--- src/sv/strd_pkg.sv ---
// Shared types and constants of the signed-token run-length decoder.
package strd_pkg;

   localparam int unsigned TOTAL_WIDTH = 27;
   localparam int unsigned COUNT_WIDTH = 16;

   localparam logic [TOTAL_WIDTH-1:0] TOTAL_MASK  = {TOTAL_WIDTH{1'b1}};
   localparam logic [TOTAL_WIDTH-1:0] LIMIT_RESET = 27'd67108864;
   localparam logic [32:0] MAX_OUTPUT_BYTES_DEFAULT = 33'd67108864;

   // Depth of the queue between the parser and the run unit; a power of two.
   localparam int unsigned FIFO_DEPTH = 2;

   localparam logic [1:0] ST_OK    = 2'd0;
   localparam logic [1:0] ST_EMPTY = 2'd1;
   localparam logic [1:0] ST_OVER  = 2'd2;

   typedef enum logic [2:0] {
      PH_TOKEN_LOW,
      PH_TOKEN_HIGH,
      PH_REPEAT_BYTE,
      PH_LITERAL,
      PH_DISCARD
   } phase_type;

   // Work handed from the parser to the run unit.
   typedef enum logic [1:0] {
      OP_RUN,
      OP_LIT,
      OP_END,
      OP_CLEAR
   } op_kind_type;

   typedef struct packed {
      op_kind_type            kind;
      logic [7:0]             data_byte;
      logic [COUNT_WIDTH-1:0] count;
      logic                   last;
   } op_type;

   typedef struct packed {
      logic [7:0] data_byte;
      logic       last_byte;
   } req_payload_type;

   typedef struct packed {
      logic                   run_valid;
      logic [7:0]             out_value;
      logic [COUNT_WIDTH-1:0] repeat_count;
      logic                   end_of_image;
      logic [1:0]             end_status;
      logic [TOTAL_WIDTH-1:0] total_length;
   } rsp_payload_type;

endpackage

--- src/sv/strd_if.sv ---
// Valid/ready channel interfaces for packed input bytes and decoded results.
interface strd_req_if;
   logic                      valid;
   logic                      ready;
   strd_pkg::req_payload_type payload;

   modport source (output valid, output payload, input ready);
   modport sink (input valid, input payload, output ready);
endinterface

interface strd_rsp_if;
   logic                      valid;
   logic                      ready;
   strd_pkg::rsp_payload_type payload;

   modport source (output valid, output payload, input ready);
   modport sink (input valid, input payload, output ready);
endinterface

--- src/sv/signed_token_rle_decoder.sv ---
// Top level of the signed-token run-length decoder.
//
// The block takes one packed byte per transaction on req_chan (data_byte plus
// a last_byte mark) and returns decoded runs on rsp_chan. Tokens are
// little-endian signed 16-bit values: negative repeats the next byte, positive
// copies that many literal bytes, zero ends the image. Each result carries a
// value with its repeat count, an end flag with status, and the running total.
// The user writes the limit on the decoded total through csr_write_enable
// and csr_write_data only while the block is idle; the block does not check.
//
// A byte that causes a result is classified by the parser in the accepting
// cycle and written into the queue, and the run unit then loads its result
// register from the queue. One byte is accepted every cycle while the queue
// has room. When the receiver stalls, the result register holds its
// transaction and the two-entry queue absorbs the bytes in flight;
// req_chan.ready drops only when the queue is full. Reset clears the parser,
// the queue, the total and the result register, and restores the limit to
// its power-on value.
module signed_token_rle_decoder #(
   parameter logic [32:0] MAX_OUTPUT_BYTES = strd_pkg::MAX_OUTPUT_BYTES_DEFAULT
) (
   input  logic                              clock,
   input  logic                              reset,
   strd_req_if.sink                          req_chan,
   strd_rsp_if.source                        rsp_chan,
   input  logic                              csr_write_enable,
   input  logic [strd_pkg::TOTAL_WIDTH-1:0]  csr_write_data
);
   // Output limit register; the run unit caps it by the build-time maximum.
   logic [strd_pkg::TOTAL_WIDTH-1:0] output_limit_ff, output_limit_in;

   // Parser to queue.
   logic             push_valid;
   logic             push_ready;
   strd_pkg::op_type push_op;

   // Queue to run unit.
   logic             pop_valid;
   logic             pop_ready;
   strd_pkg::op_type pop_op;

   always_comb begin
      output_limit_in = csr_write_enable ? csr_write_data : output_limit_ff;
   end

   always_ff @(posedge clock) begin
      if (reset) begin
         output_limit_ff <= strd_pkg::LIMIT_RESET;
      end else begin
         output_limit_ff <= output_limit_in;
      end
   end

   // The parser follows token structure only; limit decisions are left to
   // the run unit, which skips the rest of an image that ran over.
   strd_front u_front (
      .clock      (clock),
      .reset      (reset),
      .req        (req_chan),
      .push_valid (push_valid),
      .push_op    (push_op),
      .push_ready (push_ready)
   );

   strd_fifo u_fifo (
      .clock      (clock),
      .reset      (reset),
      .push_valid (push_valid),
      .push_op    (push_op),
      .push_ready (push_ready),
      .pop_valid  (pop_valid),
      .pop_op     (pop_op),
      .pop_ready  (pop_ready)
   );

   strd_back #(
      .MAX_OUTPUT_BYTES (MAX_OUTPUT_BYTES)
   ) u_back (
      .clock     (clock),
      .reset     (reset),
      .limit     (output_limit_ff),
      .pop_valid (pop_valid),
      .pop_op    (pop_op),
      .pop_ready (pop_ready),
      .rsp       (rsp_chan)
   );

   // A result without decoded bytes is always the end of an image.
   a_empty_result_is_end: assert property (@(posedge clock) disable iff (reset)
      rsp_chan.valid && !rsp_chan.payload.run_valid
      |-> rsp_chan.payload.end_of_image)
      else $error("result without a run that does not end the image");

   // Every reported run covers at least one byte.
   a_run_nonzero: assert property (@(posedge clock) disable iff (reset)
      rsp_chan.valid && rsp_chan.payload.run_valid
      |-> rsp_chan.payload.repeat_count != '0)
      else $error("reported run has a zero repeat count");

   // Status is only meaningful on an end.
   a_status_on_end: assert property (@(posedge clock) disable iff (reset)
      rsp_chan.valid && !rsp_chan.payload.end_of_image
      |-> rsp_chan.payload.end_status == strd_pkg::ST_OK)
      else $error("end status set on a result that does not end the image");

endmodule

--- src/sv/strd_fifo.sv ---
// Short queue of parsed operations between the token parser and the run unit.
module strd_fifo (
   input  logic             clock,
   input  logic             reset,
   input  logic             push_valid,
   input  strd_pkg::op_type push_op,
   output logic             push_ready,
   output logic             pop_valid,
   output strd_pkg::op_type pop_op,
   input  logic             pop_ready
);
   localparam int unsigned PTR_WIDTH = (strd_pkg::FIFO_DEPTH > 1) ?
                                       $clog2(strd_pkg::FIFO_DEPTH) : 1;
   localparam int unsigned CNT_WIDTH = $clog2(strd_pkg::FIFO_DEPTH + 1);
   localparam logic [CNT_WIDTH-1:0] DEPTH_CNT = CNT_WIDTH'(strd_pkg::FIFO_DEPTH);

   strd_pkg::op_type     entries_ff [strd_pkg::FIFO_DEPTH];
   logic [PTR_WIDTH-1:0] wr_ptr_ff, wr_ptr_in;
   logic [PTR_WIDTH-1:0] rd_ptr_ff, rd_ptr_in;
   logic [CNT_WIDTH-1:0] count_ff, count_in;
   logic                 push, pop;

   assign push_ready = (count_ff != DEPTH_CNT);
   assign pop_valid  = (count_ff != '0);
   assign pop_op     = entries_ff[rd_ptr_ff];
   assign push       = push_valid && push_ready;
   assign pop        = pop_valid && pop_ready;

   always_comb begin
      wr_ptr_in = push ? wr_ptr_ff + 1'b1 : wr_ptr_ff;
      rd_ptr_in = pop ? rd_ptr_ff + 1'b1 : rd_ptr_ff;
      count_in  = count_ff;
      if (push && !pop) begin
         count_in = count_ff + 1'b1;
      end else if (pop && !push) begin
         count_in = count_ff - 1'b1;
      end
   end

   always_ff @(posedge clock) begin
      if (reset) begin
         wr_ptr_ff <= '0;
         rd_ptr_ff <= '0;
         count_ff  <= '0;
      end else begin
         wr_ptr_ff <= wr_ptr_in;
         rd_ptr_ff <= rd_ptr_in;
         count_ff  <= count_in;
      end
   end

   always_ff @(posedge clock) begin
      if (push) begin
         entries_ff[wr_ptr_ff] <= push_op;
      end
   end

   a_count_bounded: assert property (@(posedge clock) disable iff (reset)
      count_ff <= DEPTH_CNT)
      else $error("queue fill count exceeds its depth");

   a_pop_moves_read_side: assert property (@(posedge clock) disable iff (reset)
      pop && !push |=> count_ff == $past(count_ff) - 1'b1)
      else $error("queue fill count did not follow a lone read");

endmodule

--- src/sv/strd_front.sv ---
// Token parser: tracks the token structure of the packed stream and queues operations.
module strd_front (
   input  logic             clock,
   input  logic             reset,
   strd_req_if.sink         req,
   output logic             push_valid,
   output strd_pkg::op_type push_op,
   input  logic             push_ready
);
   strd_pkg::phase_type    phase_ff, phase_in;
   logic [7:0]             token_low_ff, token_low_in;
   logic [15:0]            pending_ff, pending_in;
   logic                   accept;
   logic [15:0]            raw;
   logic                   last;

   assign req.ready = push_ready;
   assign accept    = req.valid && push_ready;
   assign last      = req.payload.last_byte;
   assign raw       = {req.payload.data_byte, token_low_ff};

   always_comb begin
      phase_in          = phase_ff;
      token_low_in      = token_low_ff;
      pending_in        = pending_ff;
      push_valid        = 1'b0;
      push_op.kind      = strd_pkg::OP_END;
      push_op.data_byte = req.payload.data_byte;
      push_op.count     = pending_ff;
      push_op.last      = last;
      if (accept) begin
         case (phase_ff)
            strd_pkg::PH_TOKEN_LOW: begin
               token_low_in = req.payload.data_byte;
               if (last) begin
                  push_valid = 1'b1;
               end else begin
                  phase_in = strd_pkg::PH_TOKEN_HIGH;
               end
            end
            strd_pkg::PH_TOKEN_HIGH: begin
               if (raw == '0) begin
                  push_valid = 1'b1;
                  phase_in   = last ? strd_pkg::PH_TOKEN_LOW : strd_pkg::PH_DISCARD;
               end else if (last) begin
                  // The stream stopped before the token's body arrived.
                  push_valid = 1'b1;
                  phase_in   = strd_pkg::PH_TOKEN_LOW;
               end else if (raw[15]) begin
                  pending_in = 16'd0 - raw;
                  phase_in   = strd_pkg::PH_REPEAT_BYTE;
               end else begin
                  pending_in = raw;
                  phase_in   = strd_pkg::PH_LITERAL;
               end
            end
            strd_pkg::PH_REPEAT_BYTE: begin
               push_valid   = 1'b1;
               push_op.kind = strd_pkg::OP_RUN;
               phase_in     = strd_pkg::PH_TOKEN_LOW;
            end
            strd_pkg::PH_LITERAL: begin
               push_valid   = 1'b1;
               push_op.kind = strd_pkg::OP_LIT;
               pending_in   = pending_ff - 16'd1;
               if (last || pending_ff == 16'd1) begin
                  phase_in = strd_pkg::PH_TOKEN_LOW;
               end
            end
            strd_pkg::PH_DISCARD: begin
               if (last) begin
                  push_valid   = 1'b1;
                  push_op.kind = strd_pkg::OP_CLEAR;
                  phase_in     = strd_pkg::PH_TOKEN_LOW;
               end
            end
            default: begin
               phase_in = strd_pkg::PH_TOKEN_LOW;
            end
         endcase
      end
   end

   always_ff @(posedge clock) begin
      if (reset) begin
         phase_ff <= strd_pkg::PH_TOKEN_LOW;
      end else begin
         phase_ff <= phase_in;
      end
   end

   always_ff @(posedge clock) begin
      token_low_ff <= token_low_in;
      pending_ff   <= pending_in;
   end

endmodule

--- src/sv/strd_back.sv ---
// Run unit: applies the output limit, keeps the decoded total and registers results.
module strd_back #(
   parameter logic [32:0] MAX_OUTPUT_BYTES = strd_pkg::MAX_OUTPUT_BYTES_DEFAULT
) (
   input  logic                              clock,
   input  logic                              reset,
   input  logic [strd_pkg::TOTAL_WIDTH-1:0]  limit,
   input  logic                              pop_valid,
   input  strd_pkg::op_type                  pop_op,
   output logic                              pop_ready,
   strd_rsp_if.source                        rsp
);
   localparam logic [strd_pkg::TOTAL_WIDTH-1:0] LIMIT_CAP =
      (MAX_OUTPUT_BYTES > {6'd0, strd_pkg::TOTAL_MASK}) ?
      strd_pkg::TOTAL_MASK : MAX_OUTPUT_BYTES[strd_pkg::TOTAL_WIDTH-1:0];

   logic                              discard_ff, discard_in;
   logic [strd_pkg::TOTAL_WIDTH-1:0]  total_ff, total_in;
   logic                              rsp_valid_ff, rsp_valid_in;
   strd_pkg::rsp_payload_type         rsp_payload_ff, rsp_payload_in;
   logic                              load, take, emit;
   logic [strd_pkg::TOTAL_WIDTH-1:0]  lim;
   logic [strd_pkg::TOTAL_WIDTH:0]    run_sum;
   logic [1:0]                        quiet_status;

   assign load      = !rsp_valid_ff || rsp.ready;
   assign pop_ready = load;
   assign take      = pop_valid && load;
   assign lim       = (limit < LIMIT_CAP) ? limit : LIMIT_CAP;
   assign run_sum   = {1'b0, total_ff} + {{(strd_pkg::TOTAL_WIDTH + 1 -
                        strd_pkg::COUNT_WIDTH){1'b0}}, pop_op.count};
   assign quiet_status = (total_ff != '0) ? strd_pkg::ST_OK : strd_pkg::ST_EMPTY;

   assign rsp.valid   = rsp_valid_ff;
   assign rsp.payload = rsp_payload_ff;

   always_comb begin
      discard_in                  = discard_ff;
      total_in                    = total_ff;
      emit                        = 1'b0;
      rsp_payload_in.run_valid    = 1'b0;
      rsp_payload_in.out_value    = '0;
      rsp_payload_in.repeat_count = '0;
      rsp_payload_in.end_of_image = 1'b1;
      rsp_payload_in.end_status   = strd_pkg::ST_OK;
      rsp_payload_in.total_length = total_ff;
      if (take && !discard_ff) begin
         case (pop_op.kind)
            strd_pkg::OP_END: begin
               emit                      = 1'b1;
               rsp_payload_in.end_status = quiet_status;
            end
            strd_pkg::OP_RUN: begin
               emit = 1'b1;
               if (run_sum > {1'b0, lim}) begin
                  rsp_payload_in.end_status = strd_pkg::ST_OVER;
               end else begin
                  total_in                    = run_sum[strd_pkg::TOTAL_WIDTH-1:0];
                  rsp_payload_in.run_valid    = 1'b1;
                  rsp_payload_in.out_value    = pop_op.data_byte;
                  rsp_payload_in.repeat_count = pop_op.count;
                  rsp_payload_in.end_of_image = pop_op.last;
                  rsp_payload_in.total_length = total_in;
               end
            end
            strd_pkg::OP_LIT: begin
               emit = 1'b1;
               if (total_ff >= lim) begin
                  rsp_payload_in.end_status = strd_pkg::ST_OVER;
               end else begin
                  total_in                    = total_ff + 1'b1;
                  rsp_payload_in.run_valid    = 1'b1;
                  rsp_payload_in.out_value    = pop_op.data_byte;
                  rsp_payload_in.repeat_count = strd_pkg::COUNT_WIDTH'(1);
                  rsp_payload_in.end_of_image = pop_op.last;
                  rsp_payload_in.total_length = total_in;
               end
            end
            default: begin
               emit = 1'b0;
            end
         endcase
         // An end that is not on the last byte skips the rest of the image.
         if (emit && rsp_payload_in.end_of_image && !pop_op.last) begin
            discard_in = 1'b1;
         end
      end
      if (take && pop_op.last) begin
         discard_in = 1'b0;
         total_in   = '0;
      end
   end

   always_comb begin
      rsp_valid_in = rsp_valid_ff;
      if (load) begin
         rsp_valid_in = take && emit;
      end
   end

   always_ff @(posedge clock) begin
      if (reset) begin
         discard_ff   <= 1'b0;
         total_ff     <= '0;
         rsp_valid_ff <= 1'b0;
      end else begin
         discard_ff   <= discard_in;
         total_ff     <= total_in;
         rsp_valid_ff <= rsp_valid_in;
      end
   end

   always_ff @(posedge clock) begin
      if (take && emit) begin
         rsp_payload_ff <= rsp_payload_in;
      end
   end

   a_over_has_no_run: assert property (@(posedge clock) disable iff (reset)
      rsp_valid_ff && rsp_payload_ff.end_status == strd_pkg::ST_OVER
      |-> !rsp_payload_ff.run_valid && rsp_payload_ff.end_of_image)
      else $error("over-limit result carries a run");

   a_last_clears_total: assert property (@(posedge clock) disable iff (reset)
      take && pop_op.last |=> total_ff == '0 && !discard_ff)
      else $error("last byte did not rearm the run unit");

endmodule

--- src/flat_wrapper.sv ---
// flat-port wrapper written by rule: the top's interface ports become plain ports
module signed_token_rle_decoder_flat 
#(
   parameter logic [32:0] MAX_OUTPUT_BYTES = strd_pkg::MAX_OUTPUT_BYTES_DEFAULT
)
  (clock, reset, csr_write_enable, csr_write_data, req_chan_valid, req_chan_payload, req_chan_ready, rsp_chan_valid, rsp_chan_payload, rsp_chan_ready);
  strd_req_if req_chan_i ();
  strd_rsp_if rsp_chan_i ();
  input  logic clock;
  input  logic reset;
  input  logic csr_write_enable;
  input  logic [strd_pkg::TOTAL_WIDTH-1:0] csr_write_data;
  input wire logic [$bits(req_chan_i.valid)-1:0] req_chan_valid;
  input wire logic [$bits(req_chan_i.payload)-1:0] req_chan_payload;
  output wire logic [$bits(req_chan_i.ready)-1:0] req_chan_ready;
  output wire logic [$bits(rsp_chan_i.valid)-1:0] rsp_chan_valid;
  output wire logic [$bits(rsp_chan_i.payload)-1:0] rsp_chan_payload;
  input wire logic [$bits(rsp_chan_i.ready)-1:0] rsp_chan_ready;
  assign req_chan_i.valid = req_chan_valid;
  assign req_chan_i.payload = req_chan_payload;
  assign req_chan_ready = req_chan_i.ready;
  assign rsp_chan_valid = rsp_chan_i.valid;
  assign rsp_chan_payload = rsp_chan_i.payload;
  assign rsp_chan_i.ready = rsp_chan_ready;
  signed_token_rle_decoder #(.MAX_OUTPUT_BYTES(MAX_OUTPUT_BYTES)) u_core (.clock(clock), .reset(reset), .req_chan(req_chan_i), .rsp_chan(rsp_chan_i), .csr_write_enable(csr_write_enable), .csr_write_data(csr_write_data));
endmodule
--- config.mk ---
export PLATFORM = sky130hd
export DESIGN_NAME = signed_token_rle_decoder_flat
export DESIGN_NICKNAME = d
export VERILOG_FILES = /design/src/sv/strd_pkg.sv /design/src/sv/strd_if.sv /design/src/sv/signed_token_rle_decoder.sv /design/src/sv/strd_fifo.sv /design/src/sv/strd_front.sv /design/src/sv/strd_back.sv /design/src/flat_wrapper.sv
export SDC_FILE = /design/constraint.sdc
export NUM_CORES = 1
export LEC_CHECK = 0
export BUFFER_PORTS_ARGS = -buffer_cell sky130_fd_sc_hd__buf_2
export CORE_UTILIZATION = 42
export DETAILED_ROUTE_END_ITERATION = 16
export SETUP_SLACK_MARGIN = 0.5
export SLEW_MARGIN = 20
export SYNTH_ARGS = -nofsm -noshare
export SYNTH_HDL_FRONTEND = slang
export SYNTH_SLANG_ARGS = --single-unit
--- constraint.sdc ---
create_clock -name clock -period 7.5 [get_ports clock]
set_clock_uncertainty 0.2 [all_clocks]
set_input_delay 0.375 -clock clock [delete_from_list [all_inputs] [get_ports clock]]
set_output_delay 0.375 -clock clock [all_outputs]
set_load 0.005 [all_outputs]
Word level (Yosys, flattened, before mapping)

Memory sizes are Yosys's and may differ from the RTL's. A register that Yosys moved wholly into a read port is not among the register bits.
Cells that the tools add are included.

Divide/modulo/power cells: 0
Mux-type cells: 41
Bitwise gates (word level): 0
Shift operators: 0
$add $sub $neg: 8
Equal/unequal tests: 13
Multiply operators: 0
Order comparisons: 3
Reductions and logical operators: 32

Operators by type and width:

| cell                                                 | number |
|---|---|
| 2-to-1 mux 27 bit                                    | 4 |
| 2-to-1 mux 26 bit                                    | 3 |
| one-hot mux 27 bit (2 select lines)                  | 1 |
| one-hot mux 26 bit (2 select lines)                  | 1 |
| 2-to-1 mux 16 bit                                    | 3 |
| one-hot mux 16 bit (2 select lines)                  | 1 |
| adder 27 x 16 -> 28 bit                              | 1 |
| greater-than comparator 28 x 27 -> 1 bit             | 1 |
| adder 27 x 1 -> 27 bit, second input constant        | 1 |
| greater-or-equal comparator 27 bit                   | 1 |
| less-than comparator 27 bit, second input constant   | 1 |
| nonzero test 27 bit                                  | 1 |
| equality test 16 x 1 -> 1 bit, second input constant | 1 |
| logical NOT 16 bit                                   | 1 |
| subtractor 1 x 16 -> 16 bit, first input constant    | 1 |
| subtractor 16 x 1 -> 16 bit, second input constant   | 1 |
| 2-to-1 mux 3 bit                                     | 5 |
| 2-to-1 mux 1 bit                                     | 13 |
| 2-to-1 mux 2 bit                                     | 6 |
| inequality test 2 bit, second input constant         | 6 |
| one-hot mux 2 bit (3 select lines)                   | 2 |
| one-hot mux 3 bit (4 select lines)                   | 1 |
| logical AND 1 bit                                    | 10 |
| AND reduction 4 bit                                  | 2 |
| other kinds (17)                                     | 29 |

Register bits after elaboration: 142
Memory bits (writable): 54
ROM bits: 0
Memories: 1
Latch bits: 0
Output and inout bits: 57
Logic and storage cells: 114

Memory list:

| name                     | depth | bits a word | read ports | clocked after memory_dff | write ports | RTL line        | source |
|---|---|---|---|---|---|---|---|
| u_core.u_fifo.entries_ff | 2     | 27          | 1          | 1                        | 1           | strd_fifo.sv:17 | `strd_pkg::op_type entries_ff [strd_pkg::FIFO_DEPTH];` |

Logic depth before layout (Yosys ltp)

Gate-level depths: netlist (run 1).

Word-level depth: 9
Mapped depth: 22
Mapped depth without buffers: 19

By module

From an unflattened synthesis (run 1), not the netlist that was laid out.

Cell total of the unflattened synthesis: 1099
Area, all modules: 11375.9 µm²

By module, submodules not included:

| module                   | times used | seq. area each (µm²) | area each (µm²) | cells an instance |
|---|---|---|---|---|
| strd_back                | 1          | 2232.1               | 6401.1          | 715 |
| strd_fifo                | 1          | 1721.7               | 2168.3          | 108 |
| strd_front               | 1          | 780.7                | 1826.8          | 189 |
| signed_token_rle_decoder | 1          | 540.5                | 979.7           | 87 |

Least setup slack after synthesis (run 1)

OpenSTA, ideal clock, no wires.

Path type: register to register
Start point: reg (tool-made name)
End point: reg u_core.u_back.rsp_payload_ff, in the netlist u_core.u_back.rsp.payload[22], data pin
Clock period less this slack: 6.246 ns
Cell stages (with the launch flop): 23
Arrival time: 5.781 ns
Setup slack: 1.254 ns
Path buffers: 4
Required time: 7.035 ns
Setup time: 0.265 ns
Cells stage by stage: dfxtp_1 clkbuf_1 clkbuf_1 mux2_2 ha_1 fa_1 a211oi_1 nor2_1 o31a_1 a21oi_1 nor2_1 xor2_1 ha_1 nand4_2 or4_4 nor3_4 nor3_1 a211oi_4 nand2_2 buf_6 buf_8 o31ai_2 nand2_1

RTL lines:

| item                   | RTL line         | source |
|---|---|---|
| end signal: assignment | strd_back.sv:115 | `rsp_payload_ff <= rsp_payload_in;` |
| end: declaration       | strd_back.sv:20  | `strd_pkg::rsp_payload_type rsp_payload_ff, rsp_payload_in;` |

==> impl_metrics.ini, run 1 <==
[placed_design]
dp_hpwl_um = 21200
dp.cells = 1485
numPortBuffers = 97
routabilityCongestion = 0.921
placed_area_um2 = 11900

[power]
p_int_uw = 2100
clockPowerShare_pct = 29.8
pwr-share-comb_pct = 24.7
seqPwrFrac_pct = 45.4
power_density_nw_per_um2 = 247
irDropWorstVdd_mv = 0.159
p_switching_uw = 1050
finalPower_uw = 3150
sw_frac_of_total_pct = 33.3
leakage_uw = 0.00508

[finish]
nets = 1316
instances_no_fill = 1545
drive_gt1_share_pct = 15.4
area_growth_syn_to_layout_pct = 15.4
design_area_um2 = 12800
antenna_cells = 0

[global_routing]
grt_overflow = 0
grt_pass1_vias = 8109
antenna_found_initial = 0
grt_pass1_wl_um = 45400
grt_max_degree = 58
track_usage_pct = 22.4

[synthesis]
yosysTopAreaCellShare_pct = 36.1
synthCells = 1081
synth_edf_count = 133
ys_async_sr_fraction_pct = 0
yosysUniqueCellTypes = 78
synth_warnings = 0
ys_seq_area_share_pct = 47.6
synth_most_common_cell = edfxtp_1
synth.top_cells.by_count = edfxtp_1, nand2_1, nor2_1, ha_1, a21oi_1
ys_ff_latch = 197
syn_area_um2 = 11100
yosys-top-cells-area = edfxtp_1, dfxtp_1, ha_1, nand2_1, mux2i_1
synth_ff_type = edfxtp_1
syn_nets = 1199
synth_area_leader_cell = edfxtp_1
syn_area_per_cell_um2 = 10.2

[clocking]
worstSkewPairLatency_ps = 460
clk_pin_slew_ps = 90
cts.sinks = 197
tritoncts = yes
postCtsSetupBuffers = 0
cts_buffers = 17
clock_tree.buffer_depth = 2
clockRootBuffer = clkbuf_16
htree_levels = 4

[route]
wl_um = 29200
ant_nets = 0
vias = 8630
drc = 0
dr.first_iter.drc_count = 626
vias_per_cell = 5.59
firstDrtPassIters = 5
wl_per_cell_um = 18.9

[flow_run]
cap_violations = 0

[min_path]
holdPathStages = 1
hold_start = req_chan_payload[6]
hold_path_class = input port to flip-flop
whs_endpoint = u_core.u_front.token_low_ff[5]

[floorplanning]
coreArea_um2 = 26000
num_io_pins = 98
num_rows = 59
fp.dieH_um = 164
die_area_um2 = 27000
start_util_pct = 42.6
die_w_um = 164

[sta]
hold_ws_ps = 1.79
rsz0062_at_grt = no
fin_tns_setup_ps = 0
hold_viol = 0
worstMarginPinSlew_ps = 1000
maxSlewViolCount = 0
slew_headroom_pct = 33.1
layout_worst_path_cycle_share_pct = 84.9
fmax_mhz = 157
setup_violations = 0
layout_min_cycle_time_ps = 6370

[critical_path]
crit_fanout = 22
r2r-end = u_core.u_back.rsp.payload[22]
start_kind = flip-flop
regToRegSetupSlack_ps = 1130
worstRegToRegCells = 17
setup.worst_path.end_class = flip-flop
criticalPathCategory = flip-flop to flip-flop
cp.required_ps = 7630
arrival_ps = 6500

[outcome]
status = completed
[placed cells by master, fill, tap and decap left out, drive strengths merged, types with 10 or more instances in the layout]
master,count
nand2b,10
nor2,96
xor2,29
clkbuf,17
and3,13
inv,41
ha,76
edfxtp,133
buf,110
o21ai,48
a21o,10
mux2,16
and2,31
nand3,32
nand2,116
xnor2,29
nor4,19
or3,12
nand4,16
dfxtp,64
dlygate4sd3,29
nor3,30
a21oi,68
a211oi,12
mux2i,39
a31oi,18
[worst max path at each step]
| stage | from | to | cells after the start |
|---|---|---|---|
| finish | flip-flop | u_core.u_back.rsp.payload[22] | 17 |
| global route | flip-flop | u_core.u_back.rsp.payload[20] | 17 |
| CTS | flip-flop | u_core.u_back.rsp.payload[1] | 16 |
| detailed placement | flip-flop | u_core.u_back.rsp.payload[22] | 17 |
| global placement | flip-flop | u_core.u_back.rsp.payload[1] | 16 |
| floorplan | flip-flop | u_core.u_back.rsp.payload[22] | 22 |
[what timing repair did]
item / CTS / global route
setup endpoints to repair: 0 / 31
gates resized for setup: 0 / 1
hold endpoints to repair: 32 / 0
hold buffers: 29 / 0
[cell families after synthesis]
kind of cell / synth area share (%)
buffers and inverters: 2.98
multiplexers: 5.15
flip-flops: 47.6
XOR/XNOR: 4.59
AO/OA/AOI/OAI: 12.3
adder cells (fa/ha/maj): 8.77
AND/OR/NAND/NOR: 18.6
[worst max-delay path: stages, from the launching register on]
cell and delay [ps]:
dfxtp_2 650, mux2_2 420, ha_1 360, a21oi_1 200, o21ai_0 180, a211oi_1 570, nand2_1 300, and3_1 280
xnor2_1 170, ha_1 340, nand4_2 150, or4_4 590, nor3_4 230, nor3_1 110, a211oi_4 390, nand2_2 370
or4_4 630, nand2_1 90
[registers in the layout (all words and copies together), names as in the netlist, named ones only]
register,flops
u_core.u_back.total_ff,27
u_core.u_front.token_low_ff,8
u_core.u_fifo.count_ff,2
u_core.u_fifo.rd_ptr_ff,1
u_core.u_fifo.entries_ff,54
u_core.u_front.pending_ff,16
u_core.u_front.phase_ff,3
u_core.u_back.rsp.valid,1
u_core.u_back.discard_ff,1
u_core.u_back.rsp.payload,55
u_core.u_fifo.wr_ptr_ff,1
u_core.output_limit_ff,27
[routing by layer]
layer  vias to the layer above  track usage [%]  part of all wire [%]
li1                       4223                -                     -
met1                      4100             28.5                    44
met2                       264             38.7                    49
met3                        43             3.36                   4.7
met4                         0             7.03                   2.2
met5                         -                0                     0
[layout make-up]
cell class | instances | area (um2)
Clock buffer | 17 | 425
Tap cell | 335 | 419
Fill cell | 2450 | 13200
Clock inverter | 14 | 173
Inverter | 35 | 131
Multi-Input combinational cell | 808 | 5480
Sequential cell | 197 | 5280
Timing Repair Buffer | 139 | 873
[per-stage QoR]
stage | util [%] | worst slack [ps]
final | 49.2 | 1130
after global routing | 49.2 | 738
after CTS | 49.2 | 815
after detailed placement | 45.7 | 868
after global placement | 45.7 | 921
after floorplan | - | 1250
[power by group through the flow]
stage	Sequential [uW]	Clock (uW)	Combinational [uW]
final	1430	939	779
after global routing	1450	995	867
after CTS	1430	955	787
after detailed placement	1460	0	771
after global placement	1460	0	766
after floorplan	1420	0	494
Note: power is estimated with default switching activity, not from simulation.
==> inputs of run 2 (changes only) <==
ABC_AREA = 1   (was default)
clock period = 5.24 ns   (was 7.5 ns; I/O delays follow)
==> run 2 against run 1 <==
Compared with the run above:
- clock power grew 47%
- first-iteration DRC count rose by 95%
- setup slack got worse by 430 ps
- worst hold slack better by 53 ps
- clock-buffer cell count stayed put
- via count up 35%
- synthesized cell count rose by 51%
- sequential share of layout area is 6.7 points lower
- final cell count up 42%
- area after synthesis grew 15%
- critical endpoint is now u_core.u_back.rsp.payload[41]
- highest routed layer unchanged
==> impl_metrics.ini, run 2 <==
[finish]
instances_no_fill = 2189
fin_util_pct = 51.3
largest_reg_flops = 55
area_growth_syn_to_layout_pct = 19.7
mostFrequentLayoutCell = nand2_1
final_cell_mix = nand2_1, inv_1, nor2_1, nand3_1, edfxtp_1
nets = 1903
drive_gt1_share_pct = 18.9
fillers = 2864

[min_path]
hold_path_class = input port to flip-flop
hold_start = rsp_chan_ready
whs_endpoint = u_core.u_fifo.rd_ptr_ff
holdPathStages = 4

[global_routing]
grt_pass1_wl_um = 60400
busiest_layer = met1
track_usage_pct = 25.7
grt_pass1_vias = 10800
antenna_found_initial = 1
met3_usage_pct = 3.81
met1_usage_pct = 38.1
global_route.usage.met2_pct = 37.5
grt_overflow = 0
grt_max_degree = 51

[power]
leakage_uw = 0.00693
clockPowerShare_pct = 15.8
p_int_uw = 4660
irDropWorstVdd_mv = 0.256
pwr-share-comb_pct = 55.8
seqPwrFrac_pct = 28.4
sw_frac_of_total_pct = 46.6
finalPower_uw = 8740
power_density_nw_per_um2 = 573
p_switching_uw = 4080

[synthesis]
yosysUniqueCellTypes = 52
synthAdderAreaFrac_pct = 7.62
synthXorXnorAreaFrac_pct = 3.57
synth_top_family_by_area = simple AND/OR/NAND/NOR gates
ys_seq_area_share_pct = 41.4
ys_ff_latch = 197
synth_mux_area_share_pct = 0.157
syn_area_um2 = 12700
syn_nets = 1753
synth_ff_type = edfxtp_1
synth_compound_area_share_pct = 6.96
synth_warnings = 0
synth-simple-area-share_pct = 31.2
synth_area_leader_cell = edfxtp_1
syn_area_per_cell_um2 = 7.79
synth_most_common_cell = nand2_1
synthCells = 1635
ys_async_sr_fraction_pct = 0
synth_edf_count = 133
synth.top_cells.by_count = nand2_1, nor2_1, inv_1, nand3_1, edfxtp_1
yosys-top-cells-area = edfxtp_1, nand2_1, dfxtp_1, ha_1, nor2_1
yosysTopAreaCellShare_pct = 31.3

[clocking]
clock_tree.buffer_depth = 2
cts_buffers = 17
clockRootBuffer = clkbuf_16
clk_pin_slew_ps = 80
cts.sinks = 197
tritoncts = yes
htree_levels = 4
worstSkewPairLatency_ps = 470

[placed_design]
routabilityCongestion = 1.01
dp_hpwl_um = 29400
numPortBuffers = 97
dp.cells = 2099

[route]
ant_nets = 0
wl_um = 40200
vias = 11600
firstDrtPassIters = 5
wl_per_cell_um = 18.4
vias_per_cell = 5.31
dr.first_iter.drc_count = 1220
drc = 0

[floorplanning]
die_w_um = 176
die_area_um2 = 31000
num_rows = 63
num_io_pins = 98
coreArea_um2 = 29700
fp.dieH_um = 176
start_util_pct = 42.9

[critical_path]
setup.worst_path.end_class = flip-flop
cp.required_ps = 5350
crit_top_cell = nand2_1
start_kind = flip-flop
cp_slowest_cell = dfxtp_4
regToRegSetupSlack_ps = 700
crit_fanout = 19
r2r-end = u_core.u_back.rsp.payload[41]
slowest_delay_ps = 370
criticalPathCategory = flip-flop to flip-flop
arrival_ps = 4650
worstRegToRegCells = 30

[outcome]
status = completed

[sta]
setup_violations = 0
hold_ws_ps = 54.7
worstMarginPinSlew_ps = 1120
fin_tns_setup_ps = 0
layout_worst_path_cycle_share_pct = 86.7
maxSlewViolCount = 0
hold_viol = 0
slew_headroom_pct = 25.1
fmax_mhz = 220
layout_min_cycle_time_ps = 4540
rsz0062_at_grt = no

[flow_run]
cap_violations = 0
[run 2: cell types whose count changed after synthesis, moves of 24 or more]
cell and change:
and2_1 -29, inv_1 +176, mux2i_1 -37, nand2_1 +242, nand3_1 +116, nand4_1 +35
nor2_1 +115, o21ai_0 +29, xnor2_1 -24
[run 2: per-stage QoR]
step | setup WS (ps) | instance area, um2
2_1_floorplan | 1110 | 12700
5_1_grt | 473 | 15300
4_1_cts | 457 | 14700
3_5_place_dp | 186 | 13600
6_report | 695 | 15300
3_3_place_gp | 189 | 13600
[run 2: routing by layer]
| metal | wire length (um) | share of wire (%) |
|---|---|---|
| met5 | 0 | 0 |
| met3 | 3170 | 7.9 |
| met1 | 18900 | 47 |
| met2 | 17200 | 43 |
| met4 | 949 | 2.4 |
[run 2: cell type report]
cell class	instances	area [um2]	area share [%]
antenna	1	2.50	0.0164
clock buffer	17	425	2.79
clock inverter	15	199	1.30
inverter	222	836	5.48
multi-input combinational	1170	6760	44.3
sequential	197	5280	34.6
tap	390	488	3.20
timing repair buffer	177	1260	8.29
[run 2: worst max-delay path by stage]
| stage | start | endpoint | slack (ps) | depth (start not counted) |
|---|---|---|---|---|
| after floorplan | flip-flop | u_core.u_back.rsp.payload[13] | 1110 | 27 |
| after global placement | flip-flop | u_core.u_back.rsp.payload[16] | 190 | 26 |
| after detailed placement | flip-flop | u_core.u_back.rsp.payload[16] | 190 | 26 |
| after CTS | flip-flop | u_core.u_back.rsp.payload[16] | 460 | 31 |
| after global routing | flip-flop | u_core.u_back.rsp.payload[26] | 470 | 29 |
| final | flip-flop | u_core.u_back.rsp.payload[41] | 700 | 30 |
[run 2: critical path: cells and delay by family (launching register included)]
kind	cells	cell delay [ps]
AO/OA/AOI/OAI	2	250
XOR/XNOR	1	130
adder cells (fa/ha/maj)	2	580
buffers and inverters	7	830
flip-flops	1	370
AND/OR/NAND/NOR	18	2020
[run 2: repair_timing]
action	in CTS	in global routing
hold buffers	38	0
gates cloned	0	5
pin swaps	1	14
hold endpoints to repair	55	0
endpoints found under the setup margin	80	82
gates resized for setup	14	92
buffers inserted	0	14
[run 2: cell families after synthesis]
family	count (synthesis)
XOR/XNOR	52
adder cells (fa/ha/maj)	77
AO/OA/AOI/OAI	159
buffers and inverters	271
multiplexers	2
flip-flops	197
AND/OR/NAND/NOR	877
[run 2: power by group through the flow]
stage | sequential [uW] | clock (uW) | combinational (uW)
after floorplan | 2450 | 0 | 2910
after global placement | 2490 | 0 | 4210
after detailed placement | 2490 | 0 | 4250
after CTS | 2460 | 1400 | 4340
after global routing | 2520 | 1460 | 5360
final | 2480 | 1380 | 4870
==> inputs of run 3 (changes only) <==
clock period = 5.6 ns   (was 5.24 ns; I/O delays follow)
==> run 3 against run 2 <==
Compared with the run above:
- critical path depth grew 1
- final cell count decreased by 1.1%
- design area is 3.5% lower
- via count decreased by 2.6%
- worst hold slack improved by 6.5 ps
- highest routed layer unchanged
- clock-buffer cell count did not move
- sequential cell count unchanged
==> impl_metrics.ini, run 3 (synthesis results as in run 2) <==
[clocking]
tritoncts = yes
clockRootBuffer = clkbuf_16
clk_pin_slew_ps = 80
cts_buffers = 17
htree_levels = 4
worstSkewPairLatency_ps = 460
cts.sinks = 197
clock_tree.buffer_depth = 2

[global_routing]
grt_pass1_wl_um = 59100
grt_max_degree = 50
antenna_found_initial = 0
track_usage_pct = 25.3
grt_overflow = 0
grt_pass1_vias = 10500

[flow_run]
cap_violations = 0

[power]
power_density_nw_per_um2 = 524
irDropWorstVdd_mv = 0.273
leakage_uw = 0.00675

[outcome]
status = completed

[route]
vias = 11300
firstDrtPassIters = 5
vias_per_cell = 5.24
wl_met1_um = 18500
dr.max_layer_used = met4
wl_um = 38400
ant_nets = 0
wl_met2_um = 16900
wl_per_cell_um = 17.8
drc = 0
wl_met3_um = 2300
dr.first_iter.drc_count = 1012

[finish]
regArea_um2 = 5280
antenna_cells = 0
nets = 1879
instances_no_fill = 2164
drive_gt1_share_pct = 15.1
largest_reg_flops = 55
mostFrequentLayoutCell = nand2_1
final_cell_mix = nand2_1, inv_1, nor2_1, nand3_1, edfxtp_1
area_growth_syn_to_layout_pct = 15.5
multi_input_area_um2 = 6450
fillers = 2894

[min_path]
hold_path_class = input port to flip-flop

[sta]
fmax_mhz = 210
setup_violations = 0
layout_min_cycle_time_ps = 4760
hold_viol = 0
fin_ws_ps = 841
layout_worst_path_cycle_share_pct = 85.0
rsz0062_at_grt = no
slew_headroom_pct = 31.9
worstMarginPinSlew_ps = 1020
maxSlewViolCount = 0
hold_ws_ps = 61.2
fin_tns_setup_ps = 0

[critical_path]
crit_fanout = 27
criticalPathCategory = flip-flop to flip-flop
slowest_delay_ps = 370
arrival_ps = 4780
cp_slowest_cell = dfxtp_2
start_kind = flip-flop
crit_top_cell = nand2_1
setup.worst_path.end_class = flip-flop
cp.required_ps = 5620

[floorplanning]
die_area_um2 = 31000
die_w_um = 176
coreArea_um2 = 29700
num_rows = 63
num_io_pins = 98
fp.dieH_um = 176
start_util_pct = 42.9

[placed_design]
dp_hpwl_um = 28800
numPortBuffers = 97
routabilityCongestion = 0.938
dp.cells = 2086
pre_cts_ws_ps = 416
[run 3: cell count changes in the layout (fill, tap and decap cells not counted), sizes merged, moves of 2 or more]
| cell | before | now |
|---|---|---|
| buf | 137 | 118 |
| clkbuf | 19 | 17 |
| clkinv | 10 | 6 |
| inv | 225 | 231 |
| nand3 | 165 | 163 |
[run 3: report_power, final]
group	switching, uW	leakage [uW]	internal, uW
clock network	665	0.000299	618
registers	274	0.00177	2060
logic	2680	0.00468	1420
[run 3: final cells by class]
cell class,count,share of cell area [%]
multi-input cells,1167,43.8
flip-flops and latches,197,35.9
repair buffers,156,7.18
inverters,222,5.68
well taps,390,3.32
clock buffers,17,2.89
clock inverters,15,1.27
[run 3: metal layers]
layer / vias up / track usage [%]
met5: - / 0
li1: 5629 / -
met2: 398 / 38.6
met3: 42 / 3.08
met4: 0 / 7.90
met1: 5262 / 36.9
[run 3: metrics by stage]
step / total power, uW / utilization [%] / cell area [um2]
2_1_floorplan: 5010 / - / 12700
3_3_place_gp: 6160 / 45.5 / 13500
3_5_place_dp: 6220 / 45.5 / 13500
4_1_cts: 7550 / 48.9 / 14500
5_1_grt: 8290 / 49.5 / 14700
6_report: 7720 / 49.5 / 14700
[run 3: repair_timing]
item                                   4_1_cts  5_1_grt
hold buffers                                38        0
setup endpoints to repair                   20       80
endpoints found under the hold margin       55        0
buffers inserted                             0        8
resized for setup                            5       31
[run 3: final timing paths]
kind	startpoint	end	slack [ps]	cells past startpoint
hold reg to reg	u_core.u_fifo.rd_ptr_ff	u_core.u_fifo.rd_ptr_ff	250	1
hold / removal	rsp_chan_ready	u_core.u_fifo.rd_ptr_ff	60	4
setup reg to reg	flip-flop	u_core.u_back.rsp.payload[13]	840	31
setup / recovery	flip-flop	u_core.u_back.rsp.payload[13]	840	31
[run 3: critical path, delay by kind of cell (launching register included)]
family | cells | cell delay, ps
flops | 1 | 370
compound gates | 1 | 130
simple gates | 21 | 2170
buf+inv | 6 | 650
xor+xnor | 1 | 270
fa+ha+maj | 2 | 680
